`src/design/cstc_pkg.sv`:
```
`timescale 1ns / 1ps
// ----------------------------------------------------------------------------
// cstc_pkg
// shared types and constants of the character stream token classifier
// ----------------------------------------------------------------------------
package cstc_pkg;

    localparam int DEFAULT_MAX_TOKEN_LEN = 255;

    localparam logic [7:0] CH_NUL   = 8'h00;
    localparam logic [7:0] CH_LF    = 8'h0A;
    localparam logic [7:0] CH_SPACE = 8'h20;
    localparam logic [7:0] CH_PLUS  = 8'h2B;
    localparam logic [7:0] CH_MINUS = 8'h2D;
    localparam logic [7:0] CH_EQ    = 8'h3D;
    localparam logic [7:0] CH_EOF   = 8'hFF;

    typedef enum logic [3:0] {
        KIND_NIL    = 4'd0,
        KIND_END    = 4'd1,
        KIND_KW_FLT = 4'd2,
        KIND_KW_INT = 4'd3,
        KIND_PRINT  = 4'd4,
        KIND_ASSIGN = 4'd5,
        KIND_PLUS   = 4'd6,
        KIND_MINUS  = 4'd7,
        KIND_ID     = 4'd8,
        KIND_INT    = 4'd9,
        KIND_FLOAT  = 4'd10
    } kind_t;

    typedef struct packed {
        logic [7:0] ch;
        logic       end_of_input;
    } byte_t;

    typedef struct packed {
        kind_t       token_kind;
        logic [31:0] token_start;
        logic [7:0]  token_length;
        logic        length_overflow;
        logic        last_of_run;
    } token_t;

endpackage

```
`src/design/char_stream_token_classifier.sv`:
```
`timescale 1ns / 1ps
// ----------------------------------------------------------------------------
// char_stream_token_classifier
// splits a byte stream into tokens and reports kind, start offset and length
// ----------------------------------------------------------------------------
//  channel   | dir | payload  | handshake
//  byte      | in  | byte_t   | byte_valid / byte_stall
//  token     | out | token_t  | token_valid / token_stall
//
//  one byte per cycle while byte_stall is low; pattern state updates in the cycle the byte is taken
//  each byte yields zero to two tokens, queued in a four-entry token fifo
//  byte_stall rises when the fifo has fewer than two free entries
//  token output drains one transaction per cycle, while token_stall is low, from the fifo head
//  rst_n clears the stream position, pending token state and the fifo
// ----------------------------------------------------------------------------
module char_stream_token_classifier
    import cstc_pkg::*;
#(
    parameter int MAX_TOKEN_LEN = DEFAULT_MAX_TOKEN_LEN
)
(
    input  logic   clk,
    input  logic   rst_n,
    input  logic   byte_valid,
    output logic   byte_stall,
    input  byte_t  byte_data,
    output logic   token_valid,
    input  logic   token_stall,
    output token_t token_data
);

    localparam int LEN_W      = $clog2(MAX_TOKEN_LEN + 1);
    localparam int FIFO_DEPTH = 4;
    localparam int PTR_W      = $clog2(FIFO_DEPTH);
    localparam int CNT_W      = $clog2(FIFO_DEPTH + 1);

    typedef enum logic [3:0] {
        KW_START, KW_F, KW_FL, KW_FLO, KW_FLOA, KW_FLOAT,
        KW_I, KW_IN, KW_INT, KW_P, KW_PR, KW_PRI, KW_PRIN, KW_PRINT, KW_DEAD
    } kw_state_t;

    typedef enum logic [1:0] {
        FLT_NONE, FLT_INT, FLT_DOT, FLT_FRAC
    } flt_state_t;

    logic [31:0]      pos_reg, pos_next;
    logic [31:0]      start_reg, start_next;
    logic [LEN_W-1:0] len_reg, len_next;
    logic             ovf_reg, ovf_next;
    kw_state_t        kw_reg, kw_next;
    logic             int_ok_reg, int_ok_next;
    logic             id_ok_reg, id_ok_next;
    flt_state_t       flt_reg, flt_next;

    token_t           fifo_reg [FIFO_DEPTH];
    logic [PTR_W-1:0] wr_ptr_reg, wr_ptr_next;
    logic [PTR_W-1:0] rd_ptr_reg, rd_ptr_next;
    logic [CNT_W-1:0] count_reg, count_next;

    logic             accept;
    logic             pop;
    logic [1:0]       push_n;
    token_t           res0, res1;
    token_t           flush_tok, end_tok, op_tok;
    kind_t            flush_kind;
    logic             pending;
    logic             is_end, is_nul, is_sep, is_op;
    logic             is_dig, is_idc;
    logic [7:0]       c;
    logic [LEN_W+7:0] len_ext;

    assign accept      = byte_valid && !byte_stall;
    assign pop         = token_valid && !token_stall;
    assign byte_stall  = count_reg > CNT_W'(FIFO_DEPTH - 2);
    assign token_valid = count_reg != '0;
    assign token_data  = fifo_reg[rd_ptr_reg];

    assign c       = byte_data.ch;
    assign is_end  = byte_data.end_of_input || c == CH_EOF;
    assign is_nul  = !byte_data.end_of_input && c == CH_NUL;
    assign is_sep  = c == CH_SPACE || c == CH_LF;
    assign is_op   = c == CH_EQ || c == CH_PLUS || c == CH_MINUS;
    assign is_dig  = c >= "0" && c <= "9";
    assign is_idc  = is_dig || c == "_" || (c >= "a" && c <= "z") || (c >= "A" && c <= "Z");
    assign pending = len_reg != '0;
    assign len_ext = {8'd0, len_reg};

    always_comb
    begin
        if (kw_reg == KW_FLOAT)
            flush_kind = KIND_KW_FLT;
        else if (kw_reg == KW_INT)
            flush_kind = KIND_KW_INT;
        else if (kw_reg == KW_PRINT)
            flush_kind = KIND_PRINT;
        else if (int_ok_reg)
            flush_kind = KIND_INT;
        else if (id_ok_reg)
            flush_kind = KIND_ID;
        else if (flt_reg == FLT_FRAC)
            flush_kind = KIND_FLOAT;
        else
            flush_kind = KIND_NIL;
    end

    always_comb
    begin
        flush_tok.token_kind      = flush_kind;
        flush_tok.token_start     = start_reg;
        flush_tok.token_length    = len_ext[7:0];
        flush_tok.length_overflow = ovf_reg;
        flush_tok.last_of_run     = 1'b0;

        end_tok.token_kind      = KIND_END;
        end_tok.token_start     = pos_reg;
        end_tok.token_length    = 8'd0;
        end_tok.length_overflow = 1'b0;
        end_tok.last_of_run     = 1'b1;

        op_tok.token_kind      = (c == CH_EQ) ? KIND_ASSIGN :
                                 (c == CH_PLUS) ? KIND_PLUS : KIND_MINUS;
        op_tok.token_start     = pos_reg;
        op_tok.token_length    = 8'd1;
        op_tok.length_overflow = 1'b0;
        op_tok.last_of_run     = 1'b1;
    end

    always_comb
    begin
        pos_next    = pos_reg;
        start_next  = start_reg;
        len_next    = len_reg;
        ovf_next    = ovf_reg;
        kw_next     = kw_reg;
        int_ok_next = int_ok_reg;
        id_ok_next  = id_ok_reg;
        flt_next    = flt_reg;
        push_n      = 2'd0;
        res0        = end_tok;
        res1        = end_tok;

        if (accept)
        begin
            if (is_end || is_nul || is_sep || is_op)
            begin
                // flush or drop pending token
                len_next    = '0;
                ovf_next    = 1'b0;
                kw_next     = KW_START;
                int_ok_next = 1'b1;
                id_ok_next  = 1'b1;
                flt_next    = FLT_NONE;
                start_next  = '0;
            end

            if (is_end || is_nul)
            begin
                pos_next = '0;
                if (is_end && pending)
                begin
                    res0   = flush_tok;
                    res1   = end_tok;
                    push_n = 2'd2;
                end
                else
                begin
                    res0   = end_tok;
                    push_n = 2'd1;
                end
            end
            else if (is_sep)
            begin
                pos_next = pos_reg + 32'd1;
                res0     = flush_tok;
                res0.last_of_run = 1'b1;
                push_n   = pending ? 2'd1 : 2'd0;
            end
            else if (is_op)
            begin
                pos_next = pos_reg + 32'd1;
                if (pending)
                begin
                    res0   = flush_tok;
                    res1   = op_tok;
                    push_n = 2'd2;
                end
                else
                begin
                    res0   = op_tok;
                    push_n = 2'd1;
                end
            end
            else
            begin
                pos_next = pos_reg + 32'd1;
                if (!pending)
                begin
                    start_next  = pos_reg;
                    int_ok_next = c >= "1" && c <= "9";
                    flt_next    = is_dig ? FLT_INT : FLT_NONE;
                end
                else
                begin
                    int_ok_next = int_ok_reg && is_dig;
                    case (flt_reg)
                        FLT_INT:  flt_next = is_dig ? FLT_INT : ((c == ".") ? FLT_DOT : FLT_NONE);
                        FLT_DOT:  flt_next = is_dig ? FLT_FRAC : FLT_NONE;
                        FLT_FRAC: flt_next = is_dig ? FLT_FRAC : FLT_NONE;
                        default:  flt_next = FLT_NONE;
                    endcase
                end
                id_ok_next = id_ok_reg && is_idc;

                case (kw_reg)
                    KW_START: kw_next = (c == "f") ? KW_F :
                                        (c == "i") ? KW_I :
                                        (c == "p") ? KW_P : KW_DEAD;
                    KW_F:     kw_next = (c == "l") ? KW_FL   : KW_DEAD;
                    KW_FL:    kw_next = (c == "o") ? KW_FLO  : KW_DEAD;
                    KW_FLO:   kw_next = (c == "a") ? KW_FLOA : KW_DEAD;
                    KW_FLOA:  kw_next = (c == "t") ? KW_FLOAT : KW_DEAD;
                    KW_I:     kw_next = (c == "n") ? KW_IN   : KW_DEAD;
                    KW_IN:    kw_next = (c == "t") ? KW_INT  : KW_DEAD;
                    KW_P:     kw_next = (c == "r") ? KW_PR   : KW_DEAD;
                    KW_PR:    kw_next = (c == "i") ? KW_PRI  : KW_DEAD;
                    KW_PRI:   kw_next = (c == "n") ? KW_PRIN : KW_DEAD;
                    KW_PRIN:  kw_next = (c == "t") ? KW_PRINT : KW_DEAD;
                    default:  kw_next = KW_DEAD;
                endcase

                if (len_reg >= LEN_W'(MAX_TOKEN_LEN))
                    ovf_next = 1'b1;
                else
                    len_next = len_reg + LEN_W'(1);
            end
        end
    end

    always_comb
    begin
        wr_ptr_next = wr_ptr_reg + PTR_W'(push_n);
        rd_ptr_next = pop ? rd_ptr_reg + PTR_W'(1) : rd_ptr_reg;
        count_next  = count_reg + CNT_W'(push_n) - CNT_W'(pop);
    end

    always_ff @(posedge clk or negedge rst_n)
    begin
        if (!rst_n)
        begin
            pos_reg    <= '0;
            start_reg  <= '0;
            len_reg    <= '0;
            ovf_reg    <= 1'b0;
            kw_reg     <= KW_START;
            int_ok_reg <= 1'b1;
            id_ok_reg  <= 1'b1;
            flt_reg    <= FLT_NONE;
            wr_ptr_reg <= '0;
            rd_ptr_reg <= '0;
            count_reg  <= '0;
        end
        else
        begin
            pos_reg    <= pos_next;
            start_reg  <= start_next;
            len_reg    <= len_next;
            ovf_reg    <= ovf_next;
            kw_reg     <= kw_next;
            int_ok_reg <= int_ok_next;
            id_ok_reg  <= id_ok_next;
            flt_reg    <= flt_next;
            wr_ptr_reg <= wr_ptr_next;
            rd_ptr_reg <= rd_ptr_next;
            count_reg  <= count_next;
        end
    end

    always_ff @(posedge clk)
    begin
        if (push_n != 2'd0)
            fifo_reg[wr_ptr_reg] <= res0;
        if (push_n == 2'd2)
            fifo_reg[wr_ptr_reg + PTR_W'(1)] <= res1;
    end

endmodule

```
`config.mk`:
```
export PLATFORM = sky130hd
export DESIGN_NAME = char_stream_token_classifier
export DESIGN_NICKNAME = d
export VERILOG_FILES = /design/src/design/cstc_pkg.sv /design/src/design/char_stream_token_classifier.sv
export SDC_FILE = /design/constraint.sdc
export NUM_CORES = 1
export LEC_CHECK = 0
export ABC_CLOCK_PERIOD_IN_PS = 3330
export BUFFER_PORTS_ARGS = -buffer_cell sky130_fd_sc_hd__buf_4
export CAP_MARGIN = 20
export CORE_MARGIN = 2
export CORE_UTILIZATION = 62
export CTS_CLUSTER_DIAMETER = 150
export CTS_CLUSTER_SIZE = 12
export DETAILED_ROUTE_END_ITERATION = 7
export PLACE_DENSITY = 0.8
export SKIP_LAST_GASP = 1
export SYNTH_ARGS = -nofsm -noshare
export SYNTH_HDL_FRONTEND = slang
export SYNTH_SLANG_ARGS = --single-unit
export TNS_END_PERCENT = 10
```
`constraint.sdc`:
```
create_clock -name clk -period 3.33 [get_ports clk]
set_input_delay 0.1665 -clock clk [delete_from_list [all_inputs] [get_ports clk]]
set_output_delay 0.1665 -clock clk [all_outputs]
set_load 0.02 [all_outputs]
```
==> reports/metrics.yaml, run 1 <==
min_path:
  whs_path_depth: 4
  hold_end: "flt_reg[1]$_DFFE_PN0P_"
  hp-class: "primary input to flop"
  holdCritStartpoint: "byte_data[1]"
sta:
  max_freq_mhz: 326
  period_share_pct: 92.3
  rsz0062_at_grt: "no"
  drv_slew: 0
  worstMarginPinSlew_ns: 1.13
  slew_headroom_pct: 24.6
  clock_skew_ns: 0.0116
  hold_ws_ns: 0.115
  hold_viol: 0
  period_needed_ns: 3.07
  tns_ns: 0
  finalSetupViolCount: 0
layout:
  diodes: 0
  final-instance-count-excl-fill: 1482
  largest_register_ffs: 184
  finalInstanceArea_mm2: 0.0150
  drive_gt1_share_pct: 17.2
  nets: 1208
  syn_to_final_growth_pct: 11.6
synth:
  synthSimpleGateAreaFrac_pct: 11.9
  synth_edf_count: 144
  synth_top_family_by_area: "compound AO/OA/AOI/OAI gates"
  synth_seq_cells: 272
  ys_top_cells_by_area: "edfxtp_1 32%, dfrtp_1 16%, a22o_1 8.5%, mux4_2 7.7%, dfxtp_1 5.9%"
  synth_compound_area_share_pct: 19.3
  async_reset_ff_share_pct: 32.4
  synthesis.nets: 1180
  synth_largest_type_area_fraction_pct: 32.1
  syn-cell-area_mm2: 0.0135
  yosysTopAreaCell: "edfxtp_1"
  muxShareOfSynthArea_pct: 7.77
  seq_area_frac_synth_pct: 54.5
  yosysUniqueCellTypes: 76
  ys.flop_type: "edfxtp_1"
  syn_inst: 1159
  synthXorXnorAreaFrac_pct: 1.37
  syn_avg_cell_area_um2: 11.6
  synthAdderAreaFrac_pct: 0.799
  synth-warning-count: 0
setup_path:
  crit_path_max_incr_delay_ns: 0.47
  crit_type: "flop to flop"
  ff2ff_path_depth: 14
  cp_common_cell: "inv_1"
  reg2reg_slack_ns: 0.26
  slowest_stage: "dfrtp_1"
  worstSetupEndpointType: "flop"
  r2r-end: "count_reg[2]$_DFF_PN0_"
  regToRegStartpoint: "len_reg[1]$_DFFE_PN0P_"
  cp-start-kind: "flop"
  worst-path-buf-inv: 4
  cp_max_fo: 8
  cp_top_family: "adder cells"
  cp.arrival_ns: 3.49
  crit_chain: "inv_1 > ha_1 > nor4b_1 > and2_1 > nor2_1 > o311a_1 > inv_1 > ha_1 > inv_1 > ha_1 > inv_1 > fa_1 > xor2_1 > xnor2_1"
  cp.required_ns: 3.74
detailed_routing:
  routed_wl_um: 33400
  firstDrtPassIters: 5
  routedWlPerCell_um: 22.5
  vias: 10100
  avgViaCountPerCell: 6.79
  ant_nets: 0
  drtIter0Drc: 1249
  drc: 0
clock_network:
  cts.htree.levels: 1
  cts-buffers-inserted: 26
  clk_latency_ns: 0.53
  clkSinkCount: 272
  cts_setup_buffers: 0
  clockBufferDepth: 3
  cts.clk_slew.worst_paths_ns: 0.06
  root_buffer: "clkbuf_16"
  cts_tree: "done"
global_routing:
  overflow: 0
  antenna_found_initial: 0
  grt_pass1_vias: 9816
  grt_pass1_wl_um: 52600
  grtUsageTotal_pct: 29.7
  grt_max_degree: 64
status:
  status: "finished, final reports clean"
floorplanning:
  row_count: 53
  core_mm2: 0.0212
  die_area_mm2: 0.0229
  start_util_pct: 63.6
  die_h_um: 151
  die_w_um: 151
  io_pins: 61
placement:
  dp_cells: 1431
  place_congestion: 0.898
  portBuffers: 60
  post_dp_cell_area_mm2: 0.0142
  dp_hpwl_um: 20400
power:
  peakVddDrop_mv: 0.448
  report.power.total_mw: 10.4
  power_density_mw_per_mm2: 692
  p_leak_nw: 5.52
job:
  drv_cap: 0
layout by cell type, fill, tap and decap left out, drive strengths merged, types with 6 or more instances in the layout:
cell type  instances
edfxtp           144
nand2            142
a22o             131
buf              102
dfrtp             86
a21oi             70
o21ai             57
nor2              55
clkbuf            48
mux4              46
dfxtp             40
nand3             36
o2bb2ai           24
inv               21
nor3              17
o22ai             16
a31oi             13
nand4             13
xor2              12
and3              10
nor4              10
xnor2              9
nor2b              7
nand2b             7
o31ai              7
ha                 7
o211ai             6
Yosys cell counts, drive strengths merged (3+ instances only):
| library cell | count |
|---|---|
| nand3 | 36 |
| nor2b | 7 |
| nand2 | 142 |
| nor4 | 10 |
| and2 | 5 |
| and4 | 5 |
| clkbuf | 56 |
| ha | 7 |
| a22o | 131 |
| mux4 | 46 |
| a31oi | 13 |
| edfxtp | 144 |
| o21ai | 57 |
| nand2b | 7 |
| o21a | 4 |
| nor2 | 55 |
| nor3 | 17 |
| o211ai | 6 |
| a41oi | 3 |
| or2 | 4 |
| o2bb2ai | 24 |
| a21oi | 70 |
| or3 | 4 |
| o22ai | 16 |
| dfrtp | 86 |
| xnor2 | 9 |
| o41ai | 3 |
| nor4b | 3 |
| buf | 49 |
| or4 | 5 |
| xor2 | 12 |
| and3 | 10 |
| o31ai | 7 |
| inv | 21 |
| dfxtp | 40 |
| nand4 | 13 |
cell type report:
class                           count  area [µm²]
Clock buffer                       47         751
Clock inverter                      1        16.3
Fill cell                        1450        6130
Inverter                           21        78.8
Multi-Input combinational cell    761        5560
Sequential cell                   272        7330
Tap cell                          275         344
Timing Repair Buffer              105         941
how the worst max path moves through the flow:
stage,depth (start not counted),endpoint,from,slack [ns]
floorplan,9,fifo_reg[3][0]$_SDFFE_PP1P_,len_reg[1]$_DFFE_PN0P_,0.29
global placement,8,fifo_reg[2][27]$_DFFE_PP_,byte_data[5],0.28
detailed placement,8,fifo_reg[2][28]$_DFFE_PP_,byte_data[5],0.23
CTS,10,fifo_reg[2][28]$_DFFE_PP_,len_reg[1]$_DFFE_PN0P_,0.25
global route,12,fifo_reg[2][0]$_SDFFE_PP1P_,len_reg[1]$_DFFE_PN0P_,0.001
finish,14,count_reg[2]$_DFF_PN0_,len_reg[1]$_DFFE_PN0P_,0.26
tightest hold or removal path, cell delays in order:
cell	delay (ns)
buf_4	0.14
nor2b_1	0.12
nand4_1	0.10
o21ai_0	0.07
timing repair:
action / 4_1_cts / 5_1_grt
hold endpoints to repair: 60 / 0
hold buffers: 2 / 0
setup endpoints to repair: 0 / 1
resized for setup: 0 / 1
routing by layer:
layer	global-route usage, %	vias up	share of wire (%)
met3	4.58	69	9.0
met2	47.3	543	48
met4	9.53	0	2.4
li1	-	4510	-
met5	0	-	0
met1	42.3	4940	41
kinds of logic (layout without fill, tap and decap cells):
group                    after synthesis  count (layout)
AO/OA/AOI/OAI                        355             355
XOR/XNOR                              21              21
adder cells (fa/ha/maj)                8               8
buffers and inverters                126             174
flip-flops                           272             272
multiplexers                          47              47
AND/OR/NAND/NOR                      330             330
through the flow:
step	worst slack [ns]	utilization (%)
after global routing	0.000973	71.0
after global placement	0.282	67.3
after detailed placement	0.226	67.3
after CTS	0.250	71.0
after floorplan	0.287	-
final	0.258	71.0
where the power goes:
group          total, mW  switching (mW)  internal (mW)
registers           4.32           0.395           3.93
logic               3.34            1.94           1.40
clock network       2.74            1.22           1.52
No activity file was read; power rests on OpenSTA's default activity.
==> inputs of run 2 (changes only) <==
==> constraint.sdc (replaced) <==
create_clock -name clk -period 3.33 [get_ports clk]
set_input_delay 0.666 -clock clk [delete_from_list [all_inputs] [get_ports clk]]
set_output_delay 0.666 -clock clk [all_outputs]
set_load 0.02 [all_outputs]
==> run 2 against run 1 <==
Global-route usage is 0.65 points higher; clock-buffer cell count stayed put; non-clock buffer count is 26 higher; utilization is 1.3 points higher; first-iteration DRC count is 30% lower; cell count is 1.8% higher.
==> reports/metrics.yaml, run 2 (synthesis gave the netlist of run 1 again) <==
detailed_routing:
  ant_nets: 0  # unchanged
  drc: 0  # unchanged
  firstDrtPassIters: 6  # +1
  routedWlPerCell_um: 22.5  # -0.40%
  routed_wl_um: 33900  # +1.3%
  drtIter0Drc: 874  # -30%
  avgViaCountPerCell: 6.75  # -0.56%
  vias: 10200  # +1.2%
status:
  status: "finished, final reports clean"
layout:
  mostFrequentLayoutCell: "edfxtp_1"
  final-instance-count-excl-fill: 1508  # +1.8%
  final_cell_mix: "144 x edfxtp_1, 140 x nand2_1, 131 x a22o_1, 113 x buf_4, 84 x dfrtp_1"
  syn_to_final_growth_pct: 13.7
  largest_register_ffs: 184  # unchanged
  regArea_mm2: 0.00733  # unchanged
  fill_cells: 1392  # -4.0%
  nets: 1234  # +2.2%
  diodes: 0  # unchanged
  drive_gt1_share_pct: 19.2  # +2.0 points
  multi_input_area_mm2: 0.00557  # +0.14%
placement:
  dp_hpwl_um: 21200  # +4.2%
  post-place-ws_ns: -0.0332  # -0.259 ns
  portBuffers: 60  # unchanged
  place_congestion: 0.902  # +0.49%
  dp_cells: 1460  # +2.0%
min_path:
  hp-class: "primary input to async pin"
floorplanning:
  start_util_pct: 63.6  # unchanged
  die_w_um: 151  # unchanged
  die_h_um: 151  # unchanged
  row_count: 53  # unchanged
  die_area_mm2: 0.0229  # unchanged
  io_pins: 61  # unchanged
  core_mm2: 0.0212  # unchanged
sta:
  fin_ws_ns: 0.272  # +0.0146 ns
  rsz0062_at_grt: "yes"
  hold_viol: 0  # unchanged
  worstMarginPinSlew_ns: 1.19  # +0.0647 ns
  hold_ws_ns: 0.151  # +0.0359 ns
  max_freq_mhz: 327  # +0.48%
  slew_headroom_pct: 19.9  # -4.8 points
  finalSetupViolCount: 0  # unchanged
  clock_skew_ns: 0.0123  # +0.000634 ns
  period_share_pct: 91.8  # -0.44 points
  period_needed_ns: 3.06  # -0.0146 ns
  tns_ns: 0  # unchanged
  drv_slew: 0  # unchanged
global_routing:
  overflow: 0  # unchanged
  grtUsageTotal_pct: 30.3  # +0.65 points
  grt_pass1_wl_um: 53800  # +2.2%
  antenna_found_initial: 0  # unchanged
  grt_pass1_vias: 9907  # +0.93%
  grt_max_degree: 89  # +39%
clock_network:
  cts.htree.levels: 1  # unchanged
  clkSinkCount: 272  # unchanged
  hold_buffers: 0  # -2
  cts-buffers-inserted: 26  # unchanged
  cts.clk_slew.worst_paths_ns: 0.06  # about the same
  cts_tree: "done"
  clk_latency_ns: 0.54  # about the same
  root_buffer: "clkbuf_16"
  clockBufferDepth: 3  # unchanged
setup_path:
  cp.required_ns: 2.66  # -1.08 ns
  ff2ff_path_depth: 14  # unchanged
  crit_type: "flop to primary output"
  cp_max_fo: 25  # +17
  cp-start-kind: "flop"
  cp.arrival_ns: 2.39  # -1.10 ns
  worstSetupEndpointType: "primary output"
power:
  peakVddDrop_mv: 0.405  # -9.8%
  report.power.total_mw: 10.5  # +0.74%
  p_leak_nw: 5.67  # +2.6%
  power_density_mw_per_mm2: 684  # -1.1%
job:
  drv_cap: 0  # unchanged
run 2: changes by cell type in the layout (fill, tap and decap cells not counted):
cell / previous run / this run
nor2_4: 1 / 0
buf_12: 12 / 18
buf_4: 90 / 113
nor2_2: 3 / 4
inv_1: 20 / 19
clkbuf_2: 1 / 0
clkinvlp_4: 0 / 1
a2111oi_2: 1 / 0
a2111oi_4: 0 / 1
dlygate4sd3_1: 2 / 0
run 2: final timing paths:
| kind | start | end | slack [ns] |
|---|---|---|---|
| min in group clk | fifo_reg[3][3]$_SDFFE_PP0P_ | fifo_reg[3][3]$_SDFFE_PP0P_ | 0.46 |
| hold / removal | rst_n | kw_reg[1]$_DFFE_PN0P_ | 0.15 |
| setup reg to reg | len_reg[1]$_DFFE_PN0P_ | count_reg[2]$_DFF_PN0_ | 0.29 |
| hold reg to reg | fifo_reg[3][3]$_SDFFE_PP0P_ | fifo_reg[3][3]$_SDFFE_PP0P_ | 0.46 |
| max in group asynchronous | rst_n | start_reg[22]$_DFFE_PN0P_ | 2.74 |
| setup / recovery | rd_ptr_reg[0]$_DFFE_PN0P_ | token_data[33] | 0.27 |
run 2: what timing repair did:
action / 4_1_cts / 5_1_grt
setup endpoints to repair: 0 / 1
setup buffers: 0 / 0
resized for setup: 0 / 1
run 2: worst max-delay path: stages (launching register included):
cell and delay, ns:
dfrtp_4 0.79, buf_12 0.30, mux4_2 0.56, buf_4 0.18
run 2: final cells by class:
| class | instances | share of cell area, % |
|---|---|---|
| flip-flops and latches | 272 | 47.9 |
| multi-input cells | 761 | 36.4 |
| repair buffers | 131 | 7.90 |
| clock buffers | 47 | 4.90 |
| well taps | 275 | 2.25 |
| inverters | 21 | 0.540 |
| clock inverters | 1 | 0.106 |
run 2: layer usage:
layer / wire, µm / vias up / track usage, %
li1: - / 4572 / -
met1: 13500 / 4982 / 42.4
met2: 16300 / 548 / 48.9
met3: 3100 / 79 / 4.67
met4: 925 / 0 / 10.4
met5: 0 / - / 0
run 2: power by group:
group | leakage (nW) | switching [mW] | internal [mW] | total [mW]
clock | 0.363 | 1.22 | 1.52 | 2.74
sequential | 2.85 | 0.370 | 3.93 | 4.30
combinational | 2.45 | 1.98 | 1.46 | 3.44
total | 5.67 | 3.57 | 6.90 | 10.5
run 2: per-stage QoR:
stage / instance area, µm² / utilization (%)
CTS: 15300 / 72.3
global route: 15300 / 72.4
floorplan: 13500 / -
finish: 15300 / 72.4
global placement: 14500 / 68.7
detailed placement: 14500 / 68.7
